File: config.mk
export PLATFORM = sky130hd
export DESIGN_NAME = bffth_ctrl
export DESIGN_NICKNAME = d
export VERILOG_FILES = /design/src/sv/bffth_pkg.sv /design/src/sv/bffth_ctrl.sv
export SDC_FILE = /design/constraint.sdc
export NUM_CORES = 1
export LEC_CHECK = 0
export BUFFER_PORTS_ARGS = -buffer_cell sky130_fd_sc_hd__buf_2
export CAP_MARGIN = 20
export CORE_AREA = 5 5 42 44
export CTS_CLUSTER_SIZE = 20
export DETAILED_ROUTE_END_ITERATION = 16
export DIE_AREA = 0 0 47 49
export GPL_TIMING_DRIVEN = 0
export PLACE_DENSITY = 0.66
export SYNTH_ARGS = -nofsm -noshare
export SYNTH_HDL_FRONTEND = slang
export SYNTH_SLANG_ARGS = --single-unit
File: constraint.sdc
create_clock -name clock -period 1.8 [get_ports clock]
set_clock_uncertainty 0.1 [all_clocks]
set_input_delay 0.18 -clock clock [delete_from_list [all_inputs] [get_ports clock]]
set_output_delay 0.18 -clock clock [all_outputs]
set_load 0.1 [all_outputs]
File: src/sv/bffth_pkg.sv
// Shared types, constants and codes for the FNV three-hash Bloom filter.
package bffth_pkg;

   localparam int unsigned FILTER_BITS = 65536;
   localparam int unsigned IDX_W       = $clog2(FILTER_BITS);
   localparam int unsigned MIX_SHIFT   = 16;

   localparam logic [63:0] FNV_BASIS    = 64'hCBF2_9CE4_8422_2325;
   // FNV prime is 2^40 + 0x1B3
   localparam int unsigned FNV_PRIME_SH = 40;
   localparam logic [8:0]  FNV_PRIME_LO = 9'h1B3;
   localparam logic [63:0] GOLDEN       = 64'h9E37_79B9_7F4A_7C15;

   typedef struct packed {
      logic       req_type;
      logic [7:0] name_byte;
      logic       is_last;
      logic       no_byte;
   } req_item_type;

   typedef struct packed {
      logic maybe_present;
      logic was_insert;
   } rsp_item_type;

   typedef enum logic [3:0] {
      ST_CLEAR,
      ST_IDLE,
      ST_MUL0,
      ST_MUL1,
      ST_MUL2,
      ST_ACC1,
      ST_ACC2,
      ST_ACC3,
      ST_DONE
   } state_type;

   typedef enum logic [1:0] {
      MUL_NONE,
      MUL_LOW,
      MUL_CROSS_LO,
      MUL_CROSS_HI
   } mul_op_type;

   typedef enum logic [1:0] {
      IDX_H1,
      IDX_H2,
      IDX_H3,
      IDX_CLEAR
   } idx_sel_type;

   typedef struct packed {
      logic        fold_en;
      logic        hash_rst;
      mul_op_type  mul_op;
      idx_sel_type idx_sel;
      logic        mem_we;
      logic        mem_wdata;
      logic        mem_re;
      logic        pres_first;
      logic        pres_and;
      logic        rsp_load;
      logic        rsp_query;
      logic        clr_adv;
   } cmd_type;

   typedef struct packed {
      logic clr_last;
   } stat_type;

endpackage

File: src/sv/bffth_ctrl.sv
// Controller: clearing sweep, byte intake, multiply steps, store accesses, result handoff.
module bffth_ctrl (
   input  logic                    clock,
   input  logic                    reset,
   input  logic                    req_valid,
   output logic                    req_stall,
   input  bffth_pkg::req_item_type req_item,
   output logic                    rsp_valid,
   input  logic                    rsp_stall,
   input  bffth_pkg::stat_type     stat,
   output bffth_pkg::cmd_type      cmd
);

   bffth_pkg::state_type state_ff, state_in;
   logic                 query_ff, query_in;
   logic                 rsp_valid_ff, rsp_valid_in;

   always_ff @(posedge clock) begin
      if (reset) begin
         state_ff     <= bffth_pkg::ST_CLEAR;
         query_ff     <= 1'b0;
         rsp_valid_ff <= 1'b0;
      end else begin
         state_ff     <= state_in;
         query_ff     <= query_in;
         rsp_valid_ff <= rsp_valid_in;
      end
   end

   always_comb begin
      state_in      = state_ff;
      query_in      = query_ff;
      rsp_valid_in  = rsp_valid_ff & rsp_stall;
      cmd           = '0;
      cmd.mul_op    = bffth_pkg::MUL_NONE;
      cmd.idx_sel   = bffth_pkg::IDX_H1;
      cmd.rsp_query = query_ff;
      unique case (state_ff)
         bffth_pkg::ST_CLEAR: begin
            cmd.mem_we  = 1'b1;
            cmd.idx_sel = bffth_pkg::IDX_CLEAR;
            cmd.clr_adv = 1'b1;
            if (stat.clr_last) begin
               state_in = bffth_pkg::ST_IDLE;
            end
         end
         bffth_pkg::ST_IDLE: begin
            if (req_valid) begin
               cmd.fold_en = ~req_item.no_byte;
               if (req_item.is_last) begin
                  query_in = req_item.req_type;
                  state_in = bffth_pkg::ST_MUL0;
               end
            end
         end
         bffth_pkg::ST_MUL0: begin
            cmd.mul_op = bffth_pkg::MUL_LOW;
            state_in   = bffth_pkg::ST_MUL1;
         end
         bffth_pkg::ST_MUL1: begin
            cmd.mul_op = bffth_pkg::MUL_CROSS_LO;
            state_in   = bffth_pkg::ST_MUL2;
         end
         bffth_pkg::ST_MUL2: begin
            cmd.mul_op = bffth_pkg::MUL_CROSS_HI;
            state_in   = bffth_pkg::ST_ACC1;
         end
         bffth_pkg::ST_ACC1: begin
            cmd.idx_sel   = bffth_pkg::IDX_H1;
            cmd.mem_we    = ~query_ff;
            cmd.mem_wdata = 1'b1;
            cmd.mem_re    = query_ff;
            state_in      = bffth_pkg::ST_ACC2;
         end
         bffth_pkg::ST_ACC2: begin
            cmd.idx_sel    = bffth_pkg::IDX_H2;
            cmd.mem_we     = ~query_ff;
            cmd.mem_wdata  = 1'b1;
            cmd.mem_re     = query_ff;
            cmd.pres_first = 1'b1;
            state_in       = bffth_pkg::ST_ACC3;
         end
         bffth_pkg::ST_ACC3: begin
            cmd.idx_sel   = bffth_pkg::IDX_H3;
            cmd.mem_we    = ~query_ff;
            cmd.mem_wdata = 1'b1;
            cmd.mem_re    = query_ff;
            cmd.pres_and  = 1'b1;
            state_in      = bffth_pkg::ST_DONE;
         end
         bffth_pkg::ST_DONE: begin
            // hold until the result register is free or being drained
            if (!rsp_valid_ff || !rsp_stall) begin
               cmd.rsp_load = 1'b1;
               cmd.hash_rst = 1'b1;
               rsp_valid_in = 1'b1;
               state_in     = bffth_pkg::ST_IDLE;
            end
         end
         default: begin
            state_in = bffth_pkg::ST_CLEAR;
         end
      endcase
   end

   assign req_stall = (state_ff != bffth_pkg::ST_IDLE);
   assign rsp_valid = rsp_valid_ff;

endmodule

=== Yosys cells after proc, flatten, opt, wreduce, memory -nomap -nowiden ===
Cells that the tools add are included.

* Register bits after elaboration: 6
* Input bits: 16
* Word-level logic and storage cells: 43

* Equality and inequality tests: 13
* Mux-type cells: 17
* Bitwise logic cells: 3
* Reduce and logical (&&, ||, !) cells: 7

{| class="wikitable"
|+ Operators with widths
! kind !! number
|-
| $pmux W4 S9 || 1
|-
| $eq A4 B3 Y1 const B || 4
|-
| $mux W4 || 4
|-
| $pmux W3 S4 || 1
|-
| $mux W1 || 9
|-
| $eq A4 B2 Y1 const B || 2
|-
| $ne A2 B2 Y1 const B || 4
|-
| $pmux W2 S3 || 1
|-
| $eq A4 B1 Y1 const B || 1
|-
| $eq A4 B4 Y1 const B || 1
|-
| $logic_not A4 Y1 || 1
|-
| $ne A4 B1 Y1 const B || 1
|-
| $reduce_and A4 Y1 || 1
|-
| $reduce_and A3 Y1 || 1
|-
| $reduce_or A3 Y1 || 1
|-
| $logic_not A1 Y1 || 2
|-
| $mux W2 || 1
|-
| $not A1 Y1 || 2
|-
| $and A1 B1 Y1 || 1
|-
| $logic_or A1 B1 Y1 || 1
|}

=== Longest topological paths before layout ===
Gate-level depths: netlist (run 1).

* Depth in word-level cells: 4
* Mapped depth: 4

=== Worst setup path before layout (run 1) ===
Ideal clock, no wire load.

* Path type: register to output
* From: register state_ff[1]
* To: output cmd[13] (netlist bit)
* Data arrival time: 3,403 ps
* Path slack: -1,883 ps
* Stages on the path, launching flop included: 4
* Path through: dfxtp_1 -> buf_6 -> or4b_4 -> nor3b_1

{| class="wikitable"
|+ RTL lines
! item !! line !! source
|-
| start, declared || bffth_ctrl.sv:14 || <nowiki>bffth_pkg::state_type state_ff, state_in;</nowiki>
|-
| start signal, assigned || bffth_ctrl.sv:20 || <nowiki>state_ff <= bffth_pkg::ST_CLEAR;</nowiki>
|-
| start signal, assigned || bffth_ctrl.sv:24 || <nowiki>state_ff <= state_in;</nowiki>
|-
| end, declared || bffth_ctrl.sv:11 || <nowiki>output bffth_pkg::cmd_type cmd</nowiki>
|}

==> impl_metrics.tcl, run 1 <==
set metrics [dict create \
    status "finished with violations" \
    violations "negative setup slack" \
    max_freq_mhz 502 \
    synth-edff-count 0 \
    antenna_left 0 \
    ir_worst_vdd_mv 0.344 \
    cp-end-kind "output pin" \
    use_met2_pct 23.3 \
    cp_data_arrival_time_ns 1.71 \
    dieArea_um2 2300 \
    area_growth_pct 117 \
    antenna_found_initial 0 \
    clk_latency_ns 0.25 \
    syn-cell-area_um2 412 \
    ys.flop_type "dfxtp_1" \
    synth-simple-area-share_pct 33.4 \
    post-route-min-period_ns 1.99 \
    crit_top_cell "buf_12" \
    cp_slowest_stage_delay_ns 0.56 \
    crit_required_ns 1.52 \
    tritoncts "built" \
    root_buffer "clkbuf_4" \
    rows 14 \
    hold_class "in2reg" \
    finalSetupTns_ns -0.857 \
    hold-worst-slack_ns 0.0732 \
    io_pins 32 \
    critPathLaunchType "register" \
    cp_cell_sequence "buf_6, or4b_4, a21oi_4, buf_12, buf_12" \
    fp.coreArea_um2 1400 \
    cts_buffer_depth 2 \
    grt_pass1_wl_mm 2.29 \
    cp_slowest_cell "or4b_4" \
    drive_gt1_share_pct 71.8 \
    ys_seq_area_share_pct 29.2 \
    start_util_pct 29.4 \
    grt_pass1_vias 520 \
    use_met3_pct 2.21 \
    syn_area_per_cell_um2 7.62 \
    synth_fa_ha_area_share_pct 0 \
    cts_sinks 6 \
    r2r_slack_ns 0.09 \
    cts_buffers 3 \
    finalHoldViolCount 0 \
    antennaDiodeCount 0 \
    switchingPower_mw 0.281 \
    detail_route.vias_per_cell 4.98 \
    synth_top_area_cell "dfxtp_1" \
    rsz0062_at_grt "true" \
    place_hpwl_um 924 \
    synth_xor_xnor_area_share_pct 2.13 \
    synthMuxAreaShare_pct 0 \
    wl_per_cell_um 13.1 \
    path_buf_inv 3 \
    p_total_mw 0.616 \
    ys_types 24 \
    synth_fp_nets 70 \
    clkPwrFrac_pct 21.2 \
    dieHeight_um 49 \
    power_density_nw_per_um2 689 \
    p_comb_share_pct 55.3 \
    path_delay_family "simple AND/OR/NAND/NOR gates" \
    async_flop_share_pct 0 \
    syn_inst 54 \
    sequentialPowerShare_pct 23.5 \
    yosysTopAreaCellShare_pct 29.2 \
    crit_fanout 7 \
    max_slew_margin_pct 67.8 \
    routabilityCongestion 0.744 \
    setup_violations 7 \
    swShare_pct 45.6 \
    grt.overflow.total 0 \
    vias 503 \
    remaining_drc_errors 0 \
    leakagePower_nw 0.374 \
    port-buffer-count 23 \
    yosysWarnings 0 \
    synth-compound-area-share_pct 22.8 \
    post-route-util_pct 63.7 \
    yosys-top-cells-count "6 x a21oi_1, 6 x dfxtp_1, 6 x nand2_1" \
    dr.pass1.iters 4 \
    grt_util_met1_pct 14.6 \
    tightest_slew_ns 0.487 \
    internal_power_mw 0.335 \
    nets 103 \
    drv_cap 0 \
    drtIter0Drc 5 \
    finalWirelength_mm 1.32 \
    ys_ff_latch 6 \
    synth_area_leaders "dfxtp_1 29%, a21oi_1 7.3%, or4b_4 6.7%" \
    layout_setup_ws_ns -0.192 \
    setup.worst_path.class "reg2out" \
    busiest_layer "met2" \
    htree_levels 1 \
    synth_top_family_by_area "simple AND/OR/NAND/NOR gates" \
    grt_start_max_net_pins 10 \
    clk_pin_slew_ns 0.05 \
    drv_slew 0 \
    die_w_um 47 \
    grt_use_total_pct 13.8 \
    min_period_over_period_pct 111 \
]
==> timing repair <==
item,CTS,global route
buffers inserted,5,2
endpoints found under the hold margin,0,0
pin swaps,5,4
gates resized for setup,40,10
setup endpoints to repair,13,12
hold buffers,0,0
==> state kept, by name (all words and copies together) (netlist names) <==
| signal | flops |
|---|---|
| rsp_valid | 1 |
| query_ff | 1 |
| state_ff | 4 |
==> final timing paths <==
kind                            depth (start not counted)         from     endpoint
worst max register to register                          5  state_ff[1]  state_ff[3]
worst min-delay path                                    2        reset  state_ff[3]
worst min register to register                          1  state_ff[3]  state_ff[2]
worst max-delay path                                    5  state_ff[1]      cmd[12]
==> metal layers <==
| metal | wire, um | vias to the layer above |
|---|---|---|
| met1 | 500 | 230 |
| li1 | - | 252 |
| met4 | 29 | 0 |
| met3 | 70 | 3 |
| met2 | 723 | 18 |
| met5 | 0 | - |
==> metrics by stage <==
step	setup slack, ns	std cells	cell area, um^2
6_report	-0.192	101	893
5_1_grt	-0.227	101	893
4_1_cts	-0.203	101	866
3_5_place_dp	-0.234	93	654
3_3_place_gp	-0.224	93	654
2_1_floorplan	-0.513	54	519
==> cell usage in the layout (no fill, tap or decap), drive strengths merged <==
master	instances
xnor2	1
or4b	2
or2b	1
nor2	5
a21oi	6
dfxtp	6
and2	1
clkinvlp	2
clkbuf	3
buf	33
a211oi	3
nor3b	1
a21o	1
nand2	6
a211o	1
o31ai	1
or3	1
nand2b	1
o22ai	1
or3b	1
or2	3
o21ai	2
or4	1
inv	2
==> power by group through the flow <==
stage	clock (mW)	combinational (mW)	sequential (mW)
after detailed placement	0	0.257	0.147
after CTS	0.134	0.335	0.146
after floorplan	0	0.219	0.145
final	0.131	0.340	0.145
after global routing	0.142	0.354	0.146
after global placement	0	0.255	0.147
==> kinds of logic (layout without fill, tap and decap cells) <==
family | count (synthesis) | in the layout
xor gates and xnor gates | 1 | 1
and+or+nand+nor | 23 | 23
buffers and inverters | 9 | 40
DFF | 6 | 6
AOI/OAI and AO/OA | 15 | 15
==> cell type report <==
type                       count  area [um^2]
fill                         122          508
multi-input combinational     39          340
timing repair buffer          30          318
sequential                     6          131
buffer                         3         38.8
clock buffer                   3         22.5
inverter                       4         22.5
tap                           16         20.0
Note: power is estimated with default switching activity, not from simulation.
==> inputs of run 2 (changes only) <==
- BUFFER_PORTS_ARGS: -buffer_cell sky130_fd_sc_hd__buf_2 -> -buffer_cell sky130_fd_sc_hd__clkbuf_2
==> impl_metrics.tcl, run 2 (synthesis gave the netlist of run 1 again) <==
set metrics [dict create \
    root_buffer "clkbuf_4" \
    remaining_drc_errors 0 \
    clk_pin_slew_ns 0.04 \
    postCtsHoldBufs 0 \
    antenna_found_initial 0 \
    post-route-util_pct 69.8 \
    status "finished with violations" \
    drive_gt1_share_pct 74.7 \
    tightest_slew_ns 0.539 \
    wl_per_cell_um 12.9 \
    grt_pass1_wl_mm 2.06 \
    routabilityCongestion 0.776 \
    vias 532 \
    final_cell_mix "13 x buf_4, 9 x clkbuf_2, 6 x clkbuf_4, 6 x clkbuf_16, 5 x nand2_1" \
    ir_worst_vdd_mv 0.545 \
    finalHoldViolCount 0 \
    violations "negative setup slack" \
    fp.coreArea_um2 1400 \
    crit_fanout 6 \
    cts_sinks 6 \
    tritoncts "built" \
    cts_buffers 3 \
    start_util_pct 29.4 \
    leakagePower_nw 0.424 \
    place_hpwl_um 925 \
    die_w_um 47 \
    finalWirelength_mm 1.38 \
    cp-end-kind "output pin" \
    fillers 111 \
    ff_latch_area_um2 130 \
    dr.pass1.iters 4 \
    reg2reg_depth 4 \
    max_slew_margin_pct 64.3 \
    drv_slew 0 \
    crit_required_ns 1.52 \
    hold_class "in2reg" \
    multi_input_area_um2 340 \
    post-route-min-period_ns 1.93 \
    port-buffer-count 23 \
    max_freq_mhz 517 \
    clk_latency_ns 0.25 \
    htree_levels 1 \
    rsz0062_at_grt "true" \
    largest_reg_flops 4 \
    grt_use_total_pct 12.1 \
    critPathLaunchType "register" \
    timing.rr.start "state_ff[1]" \
    layout_setup_ws_ns -0.132 \
    place_ws_ns -0.269 \
    antennaDiodeCount 0 \
    layout_commonest_cell "buf_4" \
    cts_buffer_depth 2 \
    stdcell_count 107 \
    grt_pass1_vias 479 \
    min_from "reset" \
    grt_start_max_net_pins 10 \
    drv_cap 0 \
    min_period_over_period_pct 107 \
    area_growth_pct 138 \
    setup.worst_path.start "state_ff[0]" \
    nets 109 \
    antenna_left 0 \
    drtIter0Drc 3 \
    detail_route.vias_per_cell 4.97 \
    rows 14 \
    cp_data_arrival_time_ns 1.65 \
    power_density_nw_per_um2 626 \
    grt.overflow.total 0 \
    place_inst 93 \
    io_pins 32 \
    dieHeight_um 49 \
    top_register "state_ff" \
    hold_path_depth 2 \
    dieArea_um2 2300 \
    setup.worst_path.class "reg2out" \
    setup_violations 8 \
]
## run 2: cell count changes in the layout (fill, tap and decap cells not counted), moves of 2 or more
cell	change
clkbuf_2	+9
buf_12	-6
clkbuf_16	+6
dfxtp_2	+2
clkbuf_4	+3
buf_4	+4
buf_2	-11
## run 2: worst paths after layout
kind	endpoint	slack (ns)
setup / recovery	cmd[2]	-0.13
hold / removal	state_ff[1]	0.09
setup reg to reg	query_ff	0.10
hold reg to reg	query_ff	0.44
## run 2: routing by layer
metal	global-route usage (%)	wire length (um)	up-vias
li1	-	-	260
met1	14.3	555	255
met2	19.9	755	15
met3	1.48	45	2
met4	6.91	19	0
met5	0	0	-
## run 2: layout make-up
class | count | area share, %
clock buffer | 3 | 2.30
inverter | 4 | 2.30
sequential | 6 | 13.3
tap | 16 | 2.05
timing repair buffer | 36 | 41.3
multi-input combinational | 39 | 34.8
buffer | 3 | 3.96
## run 2: timing repair
item                       in CTS  in global routing
setup endpoints to repair      13                 10
pin swaps                       5                  3
gates resized for setup        34                 18
setup buffers                   5                  8
gates cloned                    0                  0
## run 2: through the flow
step | setup TNS (ns) | hold slack [ns] | total power, mW | instance area, um^2
4_1_cts | -0.805 | 0.0983 | 0.597 | 876
5_1_grt | -0.800 | 0.102 | 0.632 | 978
3_5_place_dp | -1.68 | 0.352 | 0.404 | 654
6_report | -0.538 | 0.0889 | 0.613 | 978
3_3_place_gp | -1.53 | 0.344 | 0.402 | 654
2_1_floorplan | -1.35 | 0.149 | 0.365 | 519
## run 2: where the power goes
part | switching, mW | internal (mW) | total (mW) | leakage [nW]
registers | 0.00784 | 0.138 | 0.146 | 0.0511
logic | 0.216 | 0.125 | 0.341 | 0.360
clock network | 0.0503 | 0.0755 | 0.126 | 0.0138
total | 0.274 | 0.339 | 0.613 | 0.424
## run 2: critical path, stage by stage, from the launching register on
cell and delay [ns]:
dfxtp_4 0.35, or4b_4 0.56, a21oi_4 0.18, buf_4 0.15
buf_12 0.16
